### config.mk
export PLATFORM = sky130hd
export DESIGN_NAME = clit_div
export DESIGN_NICKNAME = d
export VERILOG_FILES = /design/src/clit_pkg.sv /design/src/clit_div.sv
export SDC_FILE = /design/constraint.sdc
export NUM_CORES = 1
export LEC_CHECK = 0
export ABC_AREA = 1
export BUFFER_PORTS_ARGS = -buffer_cell sky130_fd_sc_hd__buf_2
export CAP_MARGIN = 15
export CELL_PAD_IN_SITES_DETAIL_PLACEMENT = 0
export CELL_PAD_IN_SITES_GLOBAL_PLACEMENT = 1
export CORE_MARGIN = 5
export CORE_UTILIZATION = 44
export DETAILED_ROUTE_END_ITERATION = 8
export GPL_TIMING_DRIVEN = 0
export HOLD_SLACK_MARGIN = 0.03
export PLACE_DENSITY = 0.93
export SLEW_MARGIN = 10
export SYNTH_ARGS = -nofsm -noshare
export SYNTH_HDL_FRONTEND = slang
export SYNTH_SLANG_ARGS = --single-unit
### constraint.sdc
create_clock -name clock -period 4.1 [get_ports clock]
set_input_delay 0.615 -clock clock [delete_from_list [all_inputs] [get_ports clock]]
set_output_delay 0.615 -clock clock [all_outputs]
set_load 0.01 [all_outputs]
### src/clit_pkg.sv
`default_nettype none

package clit_pkg;

   // table geometry
   localparam int MAX_POINTS = 64;
   localparam int NUM_BINS   = 16;
   localparam int IDX_W      = 6;
   localparam int BIN_W      = 4;
   localparam int NPTS_W     = 7;
   localparam int KEY_W      = 32;
   localparam int VAL_W      = 32;
   localparam int VADDR_W    = IDX_W + BIN_W;
   localparam int PROD_W     = 2 * VAL_W;

   // divider step count: the quotient always fits in one value word
   localparam int DIV_STEPS  = VAL_W;
   localparam int DCNT_W     = $clog2(DIV_STEPS + 1);

   // request word layout
   localparam int REQ_DATA_W = 112;
   localparam int RSP_DATA_W = 32;

   // action codes carried on req_tuser
   localparam logic ACT_WRITE = 1'b0;
   localparam logic ACT_QUERY = 1'b1;

   typedef enum logic [3:0] {
      ST_IDLE,
      ST_KFIRST,
      ST_CFIRST,
      ST_CLAST,
      ST_SRCH,
      ST_VEND,
      ST_VEND_RD,
      ST_VLO,
      ST_VHI,
      ST_VDIFF,
      ST_MUL,
      ST_DIVS,
      ST_DIVW,
      ST_DONE
   } state_type;

endpackage

`default_nettype wire

### src/clit_div.sv
`default_nettype none

// Restoring divider, one quotient bit per cycle.
// Expects dividend[63:32] < divisor so the quotient fits in 32 bits.
module clit_div (
   input  wire logic                           clock,
   input  wire logic                           reset,
   input  wire logic                           start,
   input  wire logic [clit_pkg::PROD_W-1:0]    dividend,
   input  wire logic [clit_pkg::VAL_W-1:0]     divisor,
   output logic                                done,
   output logic      [clit_pkg::VAL_W-1:0]     quotient
);

   logic                          busy_ff, busy_in;
   logic                          done_ff, done_in;
   logic [clit_pkg::DCNT_W-1:0]   cnt_ff, cnt_in;
   logic [clit_pkg::VAL_W-1:0]    rem_ff, rem_in;
   logic [clit_pkg::VAL_W-1:0]    low_ff, low_in;
   logic [clit_pkg::VAL_W-1:0]    div_ff, div_in;
   logic [clit_pkg::VAL_W:0]      trial;
   logic [clit_pkg::VAL_W:0]      diff;
   logic                          ge;

   // one shift-and-subtract step
   always_comb begin
      trial = {rem_ff, low_ff[clit_pkg::VAL_W-1]};
      diff  = trial - {1'b0, div_ff};
      ge    = (trial >= {1'b0, div_ff});
   end

   always_comb begin
      busy_in = busy_ff;
      done_in = 1'b0;
      cnt_in  = cnt_ff;
      rem_in  = rem_ff;
      low_in  = low_ff;
      div_in  = div_ff;
      if (start) begin
         busy_in = 1'b1;
         cnt_in  = clit_pkg::DCNT_W'(clit_pkg::DIV_STEPS);
         rem_in  = dividend[clit_pkg::PROD_W-1:clit_pkg::VAL_W];
         low_in  = dividend[clit_pkg::VAL_W-1:0];
         div_in  = divisor;
      end else if (busy_ff) begin
         rem_in = ge ? diff[clit_pkg::VAL_W-1:0] : trial[clit_pkg::VAL_W-1:0];
         low_in = {low_ff[clit_pkg::VAL_W-2:0], ge};
         cnt_in = cnt_ff - 1'b1;
         if (cnt_ff == clit_pkg::DCNT_W'(1)) begin
            busy_in = 1'b0;
            done_in = 1'b1;
         end
      end
   end

   always_ff @(posedge clock) begin
      if (reset) begin
         busy_ff <= 1'b0;
         done_ff <= 1'b0;
         cnt_ff  <= '0;
      end else begin
         busy_ff <= busy_in;
         done_ff <= done_in;
         cnt_ff  <= cnt_in;
      end
   end

   always_ff @(posedge clock) begin
      rem_ff <= rem_in;
      low_ff <= low_in;
      div_ff <= div_in;
   end

   assign done     = done_ff;
   assign quotient = low_ff;

endmodule

`default_nettype wire

Word-level counts from Yosys, hierarchy flattened
Cells that the tools add are included.

Magnitude comparators: 1. Reduce and logical (&&, ||, !) cells: 3. Multiplexer cells: 11. Divide/modulo/power cells: 0. Multiply operators: 0. Equal/unequal tests: 1. Bitwise logic cells: 1. Shifts and indexed selects: 0. Add/sub/neg operators: 2.

Operators by type and width (count): two-way mux 32 bit (5); >= comparator 33 x 32 -> 1 bit (1); subtractor 32 bit (1); two-way mux 6 bit (2); equality test 6 x 1 -> 1 bit, second input constant (1); subtractor 6 x 1 -> 6 bit, second input constant (1); two-way mux 1 bit (4); OR reduction 3 bit (1); nonzero test 2 bit (1); OR reduction 2 bit (1); NOT 1 bit (1).

Bits of input ports: 99. Bits in writable memories: 0. Memories kept: 0. Memory bits (read-only): 0. Output and inout bits: 33. Bits in latches: 0. Word-level logic and storage cells: 26. Bits in registers: 104.

Longest topological paths before layout
Gate-level depths: netlist of run 1.

Depth after elaboration: 4. Depth in mapped cells: 17. Gate-level depth less buffers: 16.

Worst setup path after synthesis of run 1
No wires, ideal clock.

Path kind: input to register. Start point: in start. End point: reg low_ff (netlist bit quotient[0]) (enable). Data arrival time: 2.056 ns. Library setup time: 0.693 ns. Cell stages on the path: 3. Data required time: 3.407 ns. Path buffers: 1. Path slack: 1.351 ns. Cell sequence: inv_1 clkbuf_1 nand2_1.

Word-level cells in the longest chain between the ends: 1.

Ends and longest elaborated chain: start: declaration (RTL line clit_div.sv:8) `input wire logic start,`; nonzero test 2 bit (no line); end signal: assignment (RTL line clit_div.sv:70) `low_ff <= low_in;`; end: declaration (RTL line clit_div.sv:19) `logic [clit_pkg::VAL_W-1:0] low_ff, low_in;`.

Every way passes these cells. A chain may end at the register's enable or synchronous reset.

Worst setup path after layout of run 1
Start point: reg low_ff (netlist bit quotient[31]). End point: reg rem_ff[28] (netlist name) (data pin).

Word-level cells in the longest chain between the ends: 4. Elaborated cells on any way between the ends: 5. Classes of those cells: add/sub: 1; order compare: 1; mux: 3.

Ends and longest elaborated chain: subtractor 32 bit / >= comparator 33 x 32 -> 1 bit (equally long branches) (RTL line clit_div.sv:28, clit_div.sv:29); two-way mux 32 bit (*) (RTL line clit_div.sv:46) `rem_in = ge ? diff[clit_pkg::VAL_W-1:0] : trial[clit_pkg::VAL_W-1:0];`; two-way mux 32 bit (*) (RTL line clit_div.sv:45) `end else if (busy_ff) begin`; two-way mux 32 bit (*) (RTL line clit_div.sv:39) `if (start) begin`; net rem_in (one bit) (RTL line clit_div.sv:18) `logic [clit_pkg::VAL_W-1:0] rem_ff, rem_in;`; end signal: assignment (RTL line clit_div.sv:69) `rem_ff <= rem_in;`; end: declaration (RTL line clit_div.sv:18).

Mark *: on every way through the listed nets, which the timed path passes. The rest lies on a longest branch. The select of a mux whose other input is x is not followed.

==> flow_metrics.py, run 1 <==
metrics = {
    "yosys": {
        "syn_area_um2": 7180,
        "synth_compound_area_share_pct": 2.14,
        "synth-seq-area-share_pct": 42.4,
        "synth-async-reset-ratio_pct": 0,
        "synthSimpleGateAreaFrac_pct": 36.8,
        "syn_area_per_cell_um2": 7.25,
        "synth_cells": 990,
        "synth_top_family_by_area": "simple AND/OR/NAND/NOR gates",
        "synth-adder-area-share_pct": 6.21,
        "syn_nets": 1124,
        "yosysWarnings": 0,
        "synth-main-ff-cell": "edfxtp_1",
        "synth_cell_types": 35,
        "synth-xor-area-share_pct": 1.95,
        "synthMuxAreaShare_pct": 0,
        "synth_edf_count": 96,
        "yosys_register_bits": 104,
    },
    "die": {
        "die_height_um": 138,
        "std_cell_rows": 46,
        "die_width_um": 138,
        "coreArea_um2": 15900,
        "dieArea_um2": 19000,
        "ios": 132,
        "start_util_pct": 45.0,
    },
    "timing": {
        "rsz0062_at_grt": "false",
        "slew_viol_final": 0,
        "worst_pin_slew_ns": 0.902,
        "min_period_ns": 2.70,
        "fmax_mhz": 371,
        "final.period_utilization_pct": 65.8,
        "finalSetupViolCount": 0,
        "fin_skew_ns": 0.0168,
        "slew_headroom_pct": 39.9,
        "hold_viol": 0,
    },
    "pwr": {
        "p_per_area_nw_per_um2": 481,
        "combPwrFrac_pct": 42.9,
        "p_int_mw": 2.47,
        "p_switching_mw": 1.59,
        "power_frac_seq_pct": 35.0,
        "power.total_mw": 4.06,
        "leakagePower_nw": 4.54,
        "switching_share_pct": 39.2,
        "vdd_ir_drop_max_v": 0.000234,
        "clockPowerShare_pct": 22.1,
    },
    "detailed_routing": {
        "wirelength_um": 19400,
        "dr.pass1.iters": 5,
        "drtIter0Drc": 336,
        "num_vias": 6440,
        "wl_per_cell_um": 14.4,
        "drc": 0,
        "drtAntennaViolNets": 0,
        "vias_per_cell": 4.76,
    },
    "grt": {
        "grt_pass1_vias": 6241,
        "gr-total-overflow": 0,
        "grt_first_pass_wirelength_um": 30800,
        "antenna_found_initial": 2,
        "grt_max_degree": 49,
        "grt_util_all_layers_pct": 20.9,
    },
    "finish": {
        "fillers": 1580,
        "finalInstanceArea_um2": 8440,
        "drive_gt1_share_pct": 16.7,
        "nets": 1267,
        "num_antenna_cells": 0,
        "area_delta_synth_final_pct": 17.6,
    },
    "critical_path": {
        "critPathCaptureType": "flip-flop",
        "rrSetupSlack_ns": 1.40,
        "crit_chain": "inv_1 -> ha_1 -> inv_1 -> fa_1 -> nand3_1 -> nand3_1 -> nand2_1 -> nand2_1 -> nand2_1 -> nand2_1 -> nand2_1 -> nand2_1 -> nand2_1 -> nand3_1 -> nand2_1 -> nand2_1",
        "required_ns": 4.22,
        "max_stage_delay_ns": 0.44,
        "path_class": "reg -> reg",
        "arrival_ns": 2.82,
        "start_kind": "flip-flop",
        "crit_slowest_cell": "fa_1",
        "cp_common_cell": "nand2_1",
        "worstPathMaxFanout": 4,
    },
    "place": {
        "portBuffers": 131,
        "dpl_cell_area_um2": 8140,
        "hpwl_um": 15300,
        "gp_congestion": 0.945,
    },
    "hold_path": {
        "hold_class": "in -> reg",
    },
    "clock_network": {
        "root_buffer": "clkbuf_16",
        "clkSlewWorstSetupHoldPaths_ns": 0.08,
        "cts_resized": 0,
        "cts_buffer_depth": 2,
        "clk_latency_ns": 0.36,
        "postCtsSetupBuffers": 0,
        "cts_tree": "done",
        "htree_levels": 3,
        "numCtsBuffers": 9,
        "cts_sinks": 104,
        "hold_buffers": 0,
    },
    "run": {
        "max_cap_viol_count": 0,
    },
    "status": {
        "outcome": "complete, no violations",
    },
}
cells by family after synthesis:
| kind of cell | after synthesis |
|---|---|
| XOR/XNOR | 16 |
| buffers and inverters | 189 |
| AND/OR/NAND/NOR | 618 |
| AO/OA/AOI/OAI | 28 |
| adder cells (fa/ha/maj) | 35 |
| flip-flops | 104 |
power groups by stage:
stage	Sequential [mW]	Combinational, mW	Clock, mW
final	1.42	1.74	0.900
after global routing	1.44	1.97	0.966
after CTS	1.42	1.73	0.920
after detailed placement	1.44	1.72	0
after global placement	1.45	1.70	0
after floorplan	1.45	1.25	0
final timing paths:
kind,startpoint,to,depth (start not counted)
worst min register to register,cnt_ff[4],cnt_ff[4],1
worst min-delay path,divisor[28],div_ff[28],1
worst max register to register,quotient[31],rem_ff[28],16
worst max-delay path,quotient[31],rem_ff[28],16
registers in the layout (all words and copies together), names as in the netlist:
name	cells
rem_ff	32
div_ff	32
busy_ff	1
quotient	32
cnt_ff	6
done	1
cells in the final DEF (no fill, tap or decap), types with 2 or more instances in the layout:
master,synthesis,final
nand4_1,10,10
buf_2,4,135
nor2_1,43,43
buf_4,3,3
nand2_2,7,7
ha_1,34,34
inv_6,0,3
a21oi_1,19,19
nand2_4,4,5
and2_1,2,2
buf_6,4,4
dfxtp_1,8,8
clkbuf_16,0,9
nor2_4,2,2
nor2_2,9,9
clkbuf_1,12,13
inv_1,159,159
nand3_1,68,68
nand3b_1,25,25
edfxtp_1,96,96
xnor2_1,15,15
nand2_1,437,436
nor3_1,6,6
o21ai_0,4,4
inv_2,7,7
worst max-delay path: cells and delay by family (launching register included):
| kind | cells | cell delay (ns) |
|---|---|---|
| adder cells (fa/ha/maj) | 2 | 0.58 |
| buffers and inverters | 2 | 0.18 |
| flip-flops | 1 | 0.41 |
| AND/OR/NAND/NOR | 12 | 1.27 |
layer usage:
layer	share of wire [%]	GRT usage, %	vias to the layer above
li1	-	-	3385
met1	47	28.9	2857
met2	45	33.2	168
met3	6.3	5.30	26
met4	1.5	4.77	4
met5	0.098	0	-
synthesized netlist by cell type, types with 6 or more instances:
| cell | number | share of area (%) |
|---|---|---|
| nand2_1 | 437 | 23 |
| inv_1 | 159 | 8.3 |
| nor2_1 | 43 | 2.2 |
| nand3b_1 | 25 | 2.6 |
| nand4_1 | 10 | 0.87 |
| a21oi_1 | 19 | 1.3 |
| edfxtp_1 | 96 | 40 |
| nor2_2 | 9 | 0.78 |
| clkbuf_1 | 12 | 0.63 |
| ha_1 | 34 | 5.9 |
| nand3_1 | 68 | 4.7 |
| dfxtp_1 | 8 | 2.2 |
| nor3_1 | 6 | 0.42 |
| xnor2_1 | 15 | 1.8 |
| nand2_2 | 7 | 0.61 |
| inv_2 | 7 | 0.37 |
area by class of cell:
class / count / area (µm²) / area share (%)
multi-input combinational: 697 / 3390 / 40.1
sequential: 104 / 3040 / 36.1
timing repair buffer: 132 / 683 / 8.10
inverter: 166 / 623 / 7.38
tap: 216 / 270 / 3.20
clock buffer: 10 / 229 / 2.71
buffer: 23 / 133 / 1.57
clock inverter: 6 / 71.3 / 0.845
stage by stage:
step | instances | hold WS (ns) | utilization [%] | setup TNS (ns) | worst slack, ns
after floorplan | 990 | 0.443 | - | 0 | 1.35
after global placement | 1337 | 0.459 | 50.8 | -27.19 | -0.426
after detailed placement | 1338 | 0.477 | 51.0 | 0 | 1.16
after CTS | 1354 | 0.410 | 52.9 | 0 | 1.42
after global routing | 1354 | 0.405 | 52.9 | 0 | 1.16
final | 1354 | 0.420 | 52.9 | 0 | 1.40
(Power assumes the default switching activity.)
==> run 2, diff against run 1 <==
--- a/config.mk
+++ b/config.mk
@@ -5,17 +5,17 @@
 export SDC_FILE = /design/constraint.sdc
 export NUM_CORES = 1
 export LEC_CHECK = 0
-export ABC_AREA = 1
+export ABC_AREA = 0
 export BUFFER_PORTS_ARGS = -buffer_cell sky130_fd_sc_hd__buf_2
 export CAP_MARGIN = 15
 export CELL_PAD_IN_SITES_DETAIL_PLACEMENT = 0
 export CELL_PAD_IN_SITES_GLOBAL_PLACEMENT = 1
 export CORE_MARGIN = 5
-export CORE_UTILIZATION = 44
+export CORE_UTILIZATION = 43
 export DETAILED_ROUTE_END_ITERATION = 8
 export GPL_TIMING_DRIVEN = 0
 export HOLD_SLACK_MARGIN = 0.03
-export PLACE_DENSITY = 0.93
+export PLACE_DENSITY = 0.86
 export SLEW_MARGIN = 10
 export SYNTH_ARGS = -nofsm -noshare
 export SYNTH_HDL_FRONTEND = slang
==> constraint.sdc (replaced) <==
create_clock -name clock -period 2.6 [get_ports clock]
set_input_delay 0.39 -clock clock [delete_from_list [all_inputs] [get_ports clock]]
set_output_delay 0.39 -clock clock [all_outputs]
set_load 0.01 [all_outputs]
==> flow_metrics.py, run 2 <==
metrics = {
    "critical_path": {
        "rr_startpoint": "rem_ff[0]",
        "critPathLaunch": "rem_ff[0]",
        "arrival_ns": 2.94,
        "path_class": "reg -> reg",
        "start_kind": "flip-flop",
        "worstPathMaxFanout": 7,
        "critPathCaptureType": "flip-flop",
        "required_ns": 2.72,
    },
    "pwr": {
        "p_per_area_nw_per_um2": 890,
        "leakagePower_nw": 3.54,
        "vdd_ir_drop_max_v": 0.000512,
        "power.total_mw": 7.54,
    },
    "clock_network": {
        "cts_buffer_depth": 2,
        "cts_tree": "done",
        "clk_latency_ns": 0.36,
        "numCtsBuffers": 9,
        "htree_levels": 3,
        "cts_sinks": 104,
        "root_buffer": "clkbuf_16",
        "clkSlewWorstSetupHoldPaths_ns": 0.08,
    },
    "yosys": {
        "synth-adder-area-share_pct": 7.02,
        "synth-seq-area-share_pct": 48.0,
        "syn_area_um2": 6340,
        "synth.top_cell.area_share_pct": 45.4,
        "synth_common_cells": "edfxtp_1 (96), nand2_1 (58), inv_1 (43)",
        "synth_cells": 582,
        "syn_nets": 716,
        "yosys_register_bits": 104,
        "yosysMostFrequentCell": "edfxtp_1",
        "synth_top_area_cell": "edfxtp_1",
        "synth-xor-area-share_pct": 4.28,
        "synth_compound_area_share_pct": 16.6,
        "synthSimpleGateAreaFrac_pct": 12.2,
        "syn_area_per_cell_um2": 10.9,
        "synth-main-ff-cell": "edfxtp_1",
        "synth_edf_count": 96,
        "synthMuxAreaShare_pct": 6.98,
        "synth_cell_types": 65,
        "synth_area_leaders": "edfxtp_1 (45%), ha_1 (6.7%), mux2_2 (6.0%), nand2_1 (3.4%), inv_1 (2.5%)",
        "synth_top_family_by_area": "compound AO/OA/AOI/OAI gates",
        "synth-async-reset-ratio_pct": 0,
        "yosysWarnings": 0,
    },
    "timing": {
        "min_period_ns": 2.82,
        "worst_pin_slew_ns": 0.689,
        "fin_skew_ns": 0.0100,
        "hold_viol": 0,
        "fin_ws_ns": -0.225,
        "final.period_utilization_pct": 109,
        "finalSetupViolCount": 33,
        "slew_headroom_pct": 54.0,
        "slew_viol_final": 0,
        "fmax_mhz": 354,
        "rsz0062_at_grt": "true",
    },
    "detailed_routing": {
        "wl_per_cell_um": 18.4,
        "vias_per_cell": 5.53,
        "drc": 0,
        "drtAntennaViolNets": 0,
        "drtIter0Drc": 348,
        "wirelength_um": 17600,
        "num_vias": 5277,
        "dr.pass1.iters": 5,
    },
    "grt": {
        "antenna_found_initial": 0,
        "grt_util_all_layers_pct": 19.7,
        "grt_first_pass_wirelength_um": 28000,
        "grt_max_degree": 51,
        "gr-total-overflow": 0,
        "grt_pass1_vias": 5625,
    },
    "status": {
        "outcome": "complete, but fails checks",
        "violations": "setup timing",
    },
    "finish": {
        "final_cell_mix": "buf_2 (132), edfxtp_1 (96), nand2_1 (53)",
        "nets": 899,
        "mostFrequentLayoutCell": "buf_2",
        "finalInstanceArea_um2": 8470,
        "fillers": 1180,
        "area_delta_synth_final_pct": 33.5,
        "drive_gt1_share_pct": 41.0,
        "num_antenna_cells": 0,
    },
    "run": {
        "max_cap_viol_count": 0,
    },
    "die": {
        "coreArea_um2": 14500,
        "dieArea_um2": 17300,
        "die_height_um": 131,
        "std_cell_rows": 44,
        "start_util_pct": 43.8,
        "ios": 132,
        "die_width_um": 131,
    },
    "place": {
        "pre_cts_slack_ns": -1.18,
        "portBuffers": 131,
        "gp_congestion": 0.898,
        "dpl_cell_area_um2": 7280,
        "hpwl_um": 12200,
    },
    "hold_path": {
        "hold_class": "in -> reg",
        "hp-start": "divisor[3]",
    },
}
-- run 2: metal layers --
layer / vias to the layer above / GRT usage (%) / part of all wire [%]
met2: 228 / 34.0 / 49
li1: 2533 / - / -
met3: 20 / 5.62 / 7.9
met5: - / 0 / 0
met1: 2496 / 24.5 / 42
met4: 0 / 4.46 / 1.3
-- run 2: final cells by class --
cell class | instances | area, µm² | share of cell area, %
Tap cell | 184 | 230 | 2.72
Buffer | 30 | 249 | 2.94
Timing Repair Buffer | 173 | 1090 | 12.8
Multi-Input combinational cell | 404 | 3420 | 40.3
Clock inverter | 6 | 57.6 | 0.679
Inverter | 43 | 161 | 1.90
Clock buffer | 10 | 229 | 2.70
Sequential cell | 104 | 3040 | 35.9
-- run 2: cells by family (layout without fill, tap and decap cells) --
kind of cell / Yosys count / count (layout)
AO/OA/AOI/OAI: 143 / 143
XOR/XNOR: 31 / 31
adder cells (fa/ha/maj): 35 / 35
buffers and inverters: 74 / 262
flip-flops: 104 / 104
multiplexers: 40 / 40
AND/OR/NAND/NOR: 155 / 155
-- run 2: final timing paths --
path,end,slack (ns),cells past startpoint
worst max-delay path,rem_ff[25],-0.22,10
worst min-delay path,div_ff[3],0.20,1
worst max register to register,rem_ff[25],-0.22,10
worst min register to register,cnt_ff[0],0.50,2
-- run 2: report_power, final --
part	internal, mW	total [mW]	leakage [nW]	switching (mW)
combinational	1.92	3.82	2.37	1.90
clock	0.678	1.36	0.142	0.686
sequential	2.18	2.36	1.03	0.175
total	4.78	7.54	3.54	2.77
-- run 2: worst max-delay path: stages, from the launching register on --
cell,delay (ns)
edfxtp_1,0.44
ha_4,0.27
nor2b_4,0.13
o31a_4,0.37
o211ai_4,0.18
nand3_2,0.14
a31oi_4,0.18
o21a_1,0.16
buf_6,0.16
mux2_4,0.31
mux2_4,0.26
-- run 2: what timing repair did --
action | 4_1_cts | 5_1_grt
gates cloned | 1 | 3
setup endpoints to repair | 97 | 83
pin swaps | 27 | 22
buffers inserted | 22 | 15
gates resized for setup | 77 | 56
hold buffers | 0 | 0
-- run 2: through the flow --
step | TNS, ns | cells | hold WS, ns | utilization (%)
3_3_place_gp | -130.74 | 897 | 0.471 | 50.1
3_5_place_dp | -94.75 | 898 | 0.486 | 50.3
4_1_cts | -5.78 | 936 | 0.188 | 56.0
2_1_floorplan | -0.131 | 582 | 0.461 | -
6_report | -3.50 | 954 | 0.198 | 58.5
5_1_grt | -6.55 | 954 | 0.190 | 58.5
